`config.mk`:
```
export PLATFORM = sky130hd
export DESIGN_NAME = lzfu_ctrl
export DESIGN_NICKNAME = d
export VERILOG_FILES = /design/src/design/lzfu_pkg.sv /design/src/design/lzfu_ctrl.sv
export SDC_FILE = /design/constraint.sdc
export NUM_CORES = 1
export LEC_CHECK = 0
export BUFFER_PORTS_ARGS = -buffer_cell sky130_fd_sc_hd__buf_2
export CAP_MARGIN = 0
export CELL_PAD_IN_SITES_DETAIL_PLACEMENT = 1
export CELL_PAD_IN_SITES_GLOBAL_PLACEMENT = 2
export CORE_MARGIN = 10
export CORE_UTILIZATION = 18
export CTS_CLUSTER_DIAMETER = 120
export DETAILED_ROUTE_END_ITERATION = 16
export PLACE_DENSITY = 0.71
export SLEW_MARGIN = 20
export SYNTH_ARGS = -nofsm -noshare
export SYNTH_HDL_FRONTEND = slang
export SYNTH_SLANG_ARGS = --single-unit
export TNS_END_PERCENT = 50
```
`constraint.sdc`:
```
create_clock -name clock -period 1.33 [get_ports clock]
set_input_delay 0.3325 -clock clock [delete_from_list [all_inputs] [get_ports clock]]
set_output_delay 0.3325 -clock clock [all_outputs]
set_load 0.02 [all_outputs]
```
`src/design/lzfu_pkg.sv`:
```
// Shared constants, codes and controller/datapath interface types of the LZ unit decompressor.
package lzfu_pkg;

   // History window depth in units; must be a power of two (256 to 32768).
   localparam int WINDOW_UNITS = 4096;
   localparam int PTR_W        = $clog2(WINDOW_UNITS);

   localparam int UNIT_W       = 32;
   localparam int WORD16_W     = 16;
   localparam int FLAG_BITS    = 16;
   localparam int FLAG_CNT_W   = 5;
   localparam int COPY_W       = 6;
   localparam int SB_W         = 3;
   localparam int ACT_W        = 2;
   localparam int ERR_W        = 2;
   localparam int CSR_IDX_W    = 2;

   localparam logic [COPY_W-1:0] MAX_COPY     = 6'd63;
   localparam logic [SB_W-1:0]   MAX_SIZE_BITS = 3'd5;

   // Word kinds.
   localparam logic [ACT_W-1:0] ACT_FLAG = 2'd0;
   localparam logic [ACT_W-1:0] ACT_RAW  = 2'd1;
   localparam logic [ACT_W-1:0] ACT_COPY = 2'd2;

   // Result error codes.
   localparam logic [ERR_W-1:0] ERR_NONE       = 2'd0;
   localparam logic [ERR_W-1:0] ERR_WRONG_KIND = 2'd1;
   localparam logic [ERR_W-1:0] ERR_BAD_OFFSET = 2'd2;
   localparam logic [ERR_W-1:0] ERR_OVERRUN    = 2'd3;

   // Unit width modes.
   localparam logic [1:0] MODE_8  = 2'd0;
   localparam logic [1:0] MODE_16 = 2'd1;

   // Configuration register indexes.
   localparam logic [CSR_IDX_W-1:0] CSR_SIZE_BITS   = 2'd0;
   localparam logic [CSR_IDX_W-1:0] CSR_MIN_LENGTH  = 2'd1;
   localparam logic [CSR_IDX_W-1:0] CSR_UNIT_MODE   = 2'd2;
   localparam logic [CSR_IDX_W-1:0] CSR_TOTAL_UNITS = 2'd3;

   localparam logic [SB_W-1:0]   RESET_SIZE_BITS  = 3'd4;
   localparam logic [COPY_W-1:0] RESET_MIN_LENGTH = 6'd3;

   typedef struct packed {
      logic             flag_load;
      logic             raw_take;
      logic             err_push;
      logic [ERR_W-1:0] err_code;
      logic             copy_start;
      logic             copy_read;
      logic             copy_write;
   } cmd_type;

   typedef struct packed {
      logic             finished;
      logic             kind_ok;
      logic [ACT_W-1:0] action;
      logic             bad_offset;
      logic             len_zero;
      logic             count_last;
      logic             out_free;
   } status_type;

endpackage

```
`src/design/lzfu_ctrl.sv`:
```
// Controller state machine: sequences item decode and copy replay through the datapath.
module lzfu_ctrl (
   input  logic                 clock,
   input  logic                 reset,
   input  logic                 req_valid,
   output logic                 req_stall,
   input  lzfu_pkg::status_type status,
   output lzfu_pkg::cmd_type    cmd
);

   typedef enum logic [2:0] {
      ST_IDLE    = 3'b001,
      ST_COPY_RD = 3'b010,
      ST_COPY_WR = 3'b100
   } state_type;

   state_type state_ff, state_in;
   logic      accept;

   assign req_stall = !((state_ff == ST_IDLE) && status.out_free);
   assign accept    = req_valid && !req_stall;

   always_comb begin
      state_in = state_ff;
      cmd      = '0;
      unique case (state_ff)
         ST_IDLE: begin
            if (accept && !status.finished) begin
               if (!status.kind_ok) begin
                  cmd.err_push = 1'b1;
                  cmd.err_code = lzfu_pkg::ERR_WRONG_KIND;
               end else begin
                  unique case (status.action)
                     lzfu_pkg::ACT_FLAG: cmd.flag_load = 1'b1;
                     lzfu_pkg::ACT_RAW:  cmd.raw_take  = 1'b1;
                     lzfu_pkg::ACT_COPY: begin
                        if (status.bad_offset) begin
                           cmd.err_push = 1'b1;
                           cmd.err_code = lzfu_pkg::ERR_BAD_OFFSET;
                        end else begin
                           cmd.copy_start = 1'b1;
                           if (!status.len_zero) begin
                              state_in = ST_COPY_RD;
                           end
                        end
                     end
                     default: cmd.err_push = 1'b0;
                  endcase
               end
            end
         end
         ST_COPY_RD: begin
            cmd.copy_read = 1'b1;
            state_in      = ST_COPY_WR;
         end
         ST_COPY_WR: begin
            if (status.out_free) begin
               cmd.copy_write = 1'b1;
               state_in       = status.count_last ? ST_IDLE : ST_COPY_RD;
            end
         end
         default: state_in = ST_IDLE;
      endcase
   end

   always_ff @(posedge clock) begin
      if (reset) begin
         state_ff <= ST_IDLE;
      end else begin
         state_ff <= state_in;
      end
   end

   // Every window write of a copy is preceded by a read issued for it.
   a_write_after_read: assert property (@(posedge clock) disable iff (reset)
      cmd.copy_write |-> ($past(state_ff) == ST_COPY_RD || $past(state_ff) == ST_COPY_WR))
      else $error("copy write without a preceding window read");

   // A copy always ends back in idle after its last unit.
   a_last_returns_idle: assert property (@(posedge clock) disable iff (reset)
      (cmd.copy_write && status.count_last) |=> state_ff == ST_IDLE)
      else $error("controller did not return to idle after last copy unit");

endmodule

```
; Word level (Yosys, flattened, before mapping)
; Cells that the tools add are included.
[word_totals]
output_inout_bits = 9
elab_cells = 41
inputBits = 11
regBits = 3
[op_classes]
n_reduce_logical = 7
eq_ne = 11
n_mux = 22
[ops]
columns = operator, count
row1 = $mux W3, 9
row2 = $mux W6, 2
row3 = $pmux W3 S3, 1
row4 = $mux W1, 8
row5 = $ne A2 B2 Y1 const B, 4
row6 = $reduce_and A6 Y1, 1
row7 = $mux W2, 2
row8 = $ne A2 B1 Y1 const B, 2
row9 = $eq A3 B1 Y1 const B, 1
row10 = $eq A3 B2 Y1 const B, 1
row11 = $eq A3 B3 Y1 const B, 1
row12 = $logic_and A1 B1 Y1, 3
row13 = $eq A2 B1 Y1 const B, 1
row14 = $eq A2 B2 Y1 const B, 1
row15 = $logic_not A1 Y1, 2
row16 = $logic_not A2 Y1, 1

; Depth between registers and ports, before layout
; Gate-level depths: netlist of the first run.
[depth]
word_depth = 6
depth_mapped = 4
depth_no_buf = 3

; Worst setup path before layout of the first run
; No wires, ideal clock.
[synth_timing]
path_kind = flip-flop to output port
startpoint = reg state_ff[2]
endpoint = out cmd[5] (netlist name)
stages_incl_launch_ff = 5
arrival_time_ns = 1.398
n_path_buf = 1
setup_slack_ns = -0.400
t_required_ns = 0.998
cell_sequence = dfxtp_1 -> buf_4 -> nand4bb_4 -> or2_2 -> a21oi_1
[synth_lines]
columns = item, line_no
row1 = from (decl), lzfu_ctrl.sv:17  ; state_type state_ff, state_in;
row2 = from (signal assigned), lzfu_ctrl.sv:70  ; state_ff <= state_in;
row3 = to (decl), lzfu_ctrl.sv:8  ; output lzfu_pkg::cmd_type cmd

==> results of run 1 <==
through the flow:
step	hold WS (ps)	setup slack, ps
finish	300	-359
global route	304	-428
CTS	290	-391
detailed placement	535	-217
global placement	528	-201
floorplan	394	-212
Yosys cell counts, drive strengths merged:
| cell | n | area, sq um |
|---|---|---|
| nand4bb | 1 | 27.5 |
| and3 | 1 | 6.26 |
| nor2 | 3 | 11.3 |
| a211o | 1 | 8.76 |
| a2111oi | 1 | 15.0 |
| and4b | 1 | 10.0 |
| and3b | 1 | 8.76 |
| nor3 | 2 | 10.0 |
| nor4bb | 1 | 10.0 |
| nand4 | 1 | 6.26 |
| inv | 1 | 3.75 |
| nor3b | 4 | 35.0 |
| or2b | 2 | 15.0 |
| and2 | 1 | 6.26 |
| and2b | 1 | 8.76 |
| buf | 2 | 15.0 |
| nand2b | 1 | 6.26 |
| o21a | 2 | 15.0 |
| or2 | 1 | 6.26 |
| a21oi | 2 | 10.0 |
| a31oi | 1 | 6.26 |
| dfxtp | 3 | 60.1 |
| nand3b | 1 | 7.51 |
| o21ai | 2 | 10.0 |
| and4 | 1 | 8.76 |
routing by layer:
| layer | GRT usage, % | wire length (microns) | vias to the layer above |
|---|---|---|---|
| li1 | - | - | 209 |
| met1 | 7.68 | 588 | 195 |
| met2 | 11.5 | 600 | 18 |
| met3 | 2.15 | 75 | 2 |
| met4 | 3.35 | 6 | 0 |
| met5 | 0 | 0 | - |
kinds of logic (layout without fill, tap and decap cells):
| family | after synthesis | in the layout | share of synthesized area (%) |
|---|---|---|---|
| AOI/OAI and AO/OA | 9 | 9 | 19.8 |
| buffers and inverters | 3 | 36 | 5.72 |
| DFF | 3 | 3 | 18.3 |
| and+or+nand+nor | 23 | 23 | 56.1 |
final timing paths:
check              startpoint           to  cells after the start
setup / recovery  state_ff[1]       cmd[6]                      5
setup reg to reg  state_ff[0]  state_ff[1]                      5
hold / removal          reset  state_ff[2]                      2
hold reg to reg   state_ff[1]  state_ff[1]                      2
cell type report:
| type | count | area, sq um |
|---|---|---|
| clock buffers | 4 | 26.3 |
| well taps | 25 | 31.3 |
| inverters | 1 | 3.75 |
| repair buffers | 31 | 249 |
| fillers | 222 | 1040 |
| multi-input cells | 32 | 307 |
| flip-flops and latches | 3 | 66.3 |
what timing repair did:
action | in CTS | in global routing
resized for setup | 25 | 3
hold buffers | 0 | 0
setup endpoints to repair | 10 | 11
pin swaps | 8 | 3
setup buffers | 3 | 0
power by group:
| part | internal [W] | switching [W] |
|---|---|---|
| logic | 0.0000409 | 0.0000384 |
| registers | 0.0000888 | 0.000000310 |
| clock network | 0.000112 | 0.0000461 |
| total | 0.000242 | 0.0000848 |
worst register-to-register path, cell delays in order, from the launching register on:
cell       delay, ps
dfxtp_4          350
buf_6            120
or2b_1           240
buf_4            140
o21a_1           170
a2111oi_2        210
==> impl_metrics.csv, run 1 <==
group,metric,value,unit
run_status,status,"complete, but fails checks",
run_status,violations,"negative setup slack",
cells_and_area,area_growth,108,%
setup_path,reg2reg_slack,-10,ps
global_routing,grt_pass1_wl,2.28,mm
cells_and_area,nNetsFinal,83,
floorplan,ios,20,
drt,drt_pass1_iterations,2,
floorplan,rows,15,
timing,setup_viol,10,
clock_network,clkTransAtPathRegs,40,ps
synth,syn_inst,38,
global_routing,grtUsageTotal,6.89,%
timing,fin_ws,-359,ps
setup_path,slowest_stage,"dfxtp_2",
synth,syn_nets,49,
place,numPortBuffers,19,
clock_network,cts_tree,"built",
timing,min_period,1690,ps
cells_and_area,instances_no_fill,96,
cells_and_area,largest_reg_flops,3,
floorplan,die_h,62.7,microns
clock_network,insertion_delay,230,ps
setup_path,end_kind,"primary output",
drt,routedWlPerCell,13.2,microns
cells_and_area,top_register,"state_ff",
clock_network,cts_buffers,3,
setup_path,crit_fanout,3,
clock_network,htree_num_levels,1,
job,cap_viol_max_count,0,
synth,synth-warning-count,0,
timing,max_freq,592,MHz
place,dpl_cell_area,538,sq um
floorplan,core_area,1730,sq um
drt,ant_nets,0,
synth,ys_seq_elements,3,
global_routing,grt_pass1_vias,486,
drt,drc,0,
timing,tns,-2360,ps
floorplan,start_util,19.0,%
place,dp.cells,89,
setup_path,crit_type,"flop to primary output",
timing,period_share,127,%
cells_and_area,design_area,683,sq um
pwr,p_leak,0.301,nW
floorplan,die_w,62.7,microns
synth,synth_area,328,sq um
drt,vias,424,
clock_network,numClockSinks,3,
timing,rsz0062_at_grt,"yes",
setup_path,cp-start-kind,"flop",
pwr,peakVddDrop,0.426,mV
global_routing,grt_overflow,0,
global_routing,grt_max_degree,8,
synth,syn_area_per_cell,8.63,sq um
place,dp_hpwl,1.03,mm
cells_and_area,reg.largest.list,"state_ff (3)",
drt,wl,1.27,mm
cells_and_area,final_common_cell,"buf_6",
timing,skew,2.34,ps
timing,hold_viol,0,
place,gp_congestion,0.777,
setup_path,cp_num_buf_inv,2,
drt,viasPerCell,4.42,
min_path,hp-class,"input port to flop",
setup_path,cp.arrival,1360,ps
timing,worst_pin_slew,265,ps
cells_and_area,post-route-util,39.6,%
cells_and_area,layout-drive-gt1-share,70.4,%
setup_path,crit_family,"simple AND/OR/NAND/NOR gates",
setup_path,slowest_delay,320,ps
timing,slew_viol_final,0,
setup_path,worstPathCellList,"nand4bb_4, buf_4, nor2_1, and3_4, buf_6",
synth,yosysUniqueCellTypes,26,
pwr,p_total,0.000327,W
drt,drtIter0Drc,5,
synth,yosysSeqAreaShare,18.3,%
global_routing,grt_antenna_before_repair,0,
cells_and_area,layout_common_cells,"buf_6, buf_2, buf_4",
cells_and_area,antenna_cells,0,
timing,max_slew_margin,82.3,%
pwr,powerDensity,478,nW/um^2
clock_network,clockRootBuffer,"clkbuf_4",
setup_path,crit_required,1000,ps
floorplan,design.die.area,3930,sq um
clock_network,clk_path_buf_depth,2,
No activity file was read; power rests on OpenSTA's default activity.
==> run 2: changes to the inputs <==
--- a/config.mk
+++ b/config.mk
@@ -6,14 +6,15 @@
 export NUM_CORES = 1
 export LEC_CHECK = 0
 export BUFFER_PORTS_ARGS = -buffer_cell sky130_fd_sc_hd__buf_2
-export CAP_MARGIN = 0
+export CAP_MARGIN = 10
 export CELL_PAD_IN_SITES_DETAIL_PLACEMENT = 1
 export CELL_PAD_IN_SITES_GLOBAL_PLACEMENT = 2
 export CORE_MARGIN = 10
 export CORE_UTILIZATION = 18
 export CTS_CLUSTER_DIAMETER = 120
 export DETAILED_ROUTE_END_ITERATION = 16
-export PLACE_DENSITY = 0.71
+export PLACE_DENSITY_LB_ADDON = 0.2
+export RECOVER_POWER = 50
 export SLEW_MARGIN = 20
 export SYNTH_ARGS = -nofsm -noshare
 export SYNTH_HDL_FRONTEND = slang
==> impl_metrics.csv, run 2 (same netlist as run 1, synthesis figures left out) <==
group,metric,value,unit
place,gp_congestion,0.718,
cells_and_area,final_common_cell,"buf_6",
floorplan,start_util,19.0,%
clock_network,cts_hold_buf,0,
setup_path,crit_required,1000,ps
pwr,powerDensity,469,nW/um^2
drt,vias,443,
cells_and_area,nNetsFinal,86,
setup_path,crit_type,"flop to primary output",
clock_network,htree_num_levels,1,
cells_and_area,num-fill-cells,209,
cells_and_area,layout_common_cells,"buf_6, buf_4, buf_2",
min_path,hp-class,"input port to flop",
global_routing,grt_pass1_wl,2.36,mm
timing,max_freq,592,MHz
drt,drtIter0Drc,3,
floorplan,ios,20,
pwr,p_total,0.000340,W
floorplan,rows,15,
place,pre_cts_slack,-207,ps
floorplan,design.die.area,3930,sq um
min_path,hold-path-cell-count,2,
pwr,pwr-share-seq,26.2,%
timing,period_share,127,%
min_path,min_to,"state_ff[1]",
cells_and_area,reg.largest.list,"state_ff (3)",
setup_path,r2r_end,"state_ff[1]",
cells_and_area,area_growth,121,%
pwr,pwr-share-comb,25.7,%
clock_network,cts_tree,"built",
global_routing,grt_overflow,0,
clock_network,clockRootBuffer,"clkbuf_4",
timing,skew,2.03,ps
clock_network,numClockSinks,3,
timing,rsz0062_at_grt,"yes",
setup_path,rr_worst_depth,6,
timing,worst_pin_slew,322,ps
floorplan,die_h,62.7,microns
drt,viasPerCell,4.47,
global_routing,grt_max_degree,7,
drt,ant_nets,0,
pwr,p_leak,0.314,nW
floorplan,die_w,62.7,microns
drt,drt_pass1_iterations,2,
timing,slew_viol_final,0,
setup_path,reg2reg_slack,-160,ps
setup_path,r2r_start,"state_ff[2]",
timing,hold_slack,312,ps
cells_and_area,top_register,"state_ff",
run_status,status,"complete, but fails checks",
job,cap_viol_max_count,0,
floorplan,core_area,1730,sq um
run_status,violations,"negative setup slack",
clock_network,cts_buffers,3,
cells_and_area,antenna_cells,0,
cells_and_area,post-route-util,42.0,%
cells_and_area,largest_reg_flops,3,
pwr,peakVddDrop,0.372,mV
place,numPortBuffers,19,
pwr,p_clk_share,48.1,%
setup_path,cp.arrival,1360,ps
global_routing,grt_antenna_before_repair,0,
timing,hold_viol,0,
setup_path,end_kind,"primary output",
cells_and_area,layout-drive-gt1-share,75.7,%
clock_network,clkTransAtPathRegs,40,ps
place,dp_hpwl,999,microns
min_path,min_from,"reset",
pwr,p_int,0.000248,W
drt,routedWlPerCell,12.5,microns
pwr,switchingPower,0.0000926,W
timing,fin_ws,-360,ps
setup_path,crit_fanout,3,
timing,min_period,1690,ps
drt,drc,0,
global_routing,grtUsageTotal,7.12,%
setup_path,cp-start-kind,"flop",
clock_network,insertion_delay,230,ps
timing,setup_viol,11,
pwr,switching_share,27.2,%
drt,wl,1.24,mm
clock_network,clk_path_buf_depth,2,
global_routing,grt_pass1_vias,526,
timing,max_slew_margin,78.3,%
run 2: worst max path at each step:
| stage | from | slack (ps) | to | cells past startpoint |
|---|---|---|---|---|
| 3_3_place_gp | status[0] | -190 | cmd[2] | 5 |
| 2_1_floorplan | state_ff[2] | -210 | cmd[2] | 4 |
| 5_1_grt | state_ff[1] | -420 | cmd[6] | 5 |
| 6_report | state_ff[1] | -360 | cmd[6] | 5 |
| 3_5_place_dp | status[0] | -210 | cmd[2] | 5 |
| 4_1_cts | state_ff[2] | -370 | cmd[6] | 5 |
run 2: timing repair:
action / in CTS / in global routing
resized for setup: 29 / 6
setup endpoints to repair: 11 / 11
pin swaps: 10 / 4
setup buffers: 5 / 0
run 2: power by group through the flow:
| stage | registers [W] | logic (W) | clock network [W] |
|---|---|---|---|
| after floorplan | 0.0000926 | 0.0000287 | 0 |
| after global placement | 0.0000924 | 0.0000752 | 0 |
| after detailed placement | 0.0000924 | 0.0000747 | 0 |
| after CTS | 0.0000890 | 0.0000864 | 0.000173 |
| after global routing | 0.0000890 | 0.0000955 | 0.000183 |
| final | 0.0000891 | 0.0000874 | 0.000164 |
run 2: cell type report:
| cell class | count | area, sq um | area share, % |
|---|---|---|---|
| Timing Repair Buffer | 34 | 273 | 37.6 |
| Multi-Input combinational cell | 32 | 325 | 44.8 |
| Tap cell | 25 | 31.3 | 4.31 |
| Clock buffer | 4 | 26.3 | 3.62 |
| Sequential cell | 3 | 66.3 | 9.14 |
| Inverter | 1 | 3.75 | 0.517 |
run 2: per-stage QoR:
step | area (sq um) | setup TNS (ps) | instances
2_1_floorplan | 363 | -1080 | 38
3_3_place_gp | 561 | -1430 | 92
3_5_place_dp | 561 | -1450 | 92
4_1_cts | 722 | -3000 | 101
5_1_grt | 726 | -3450 | 99
6_report | 726 | -2720 | 99
run 2: layer usage:
layer | wire length (microns) | up-vias | track usage [%]
met4 | 0 | 0 | 3.35
li1 | - | 217 | -
met1 | 484 | 213 | 7.30
met5 | 0 | - | 0
met2 | 657 | 13 | 12.2
met3 | 96 | 0 | 3.05
run 2: worst max-delay path: stages (launching register included):
cell and delay (ps):
dfxtp_2 330, nand4bb_4 260, buf_6 150, nor2_2 90, and3_4 190, buf_6 110
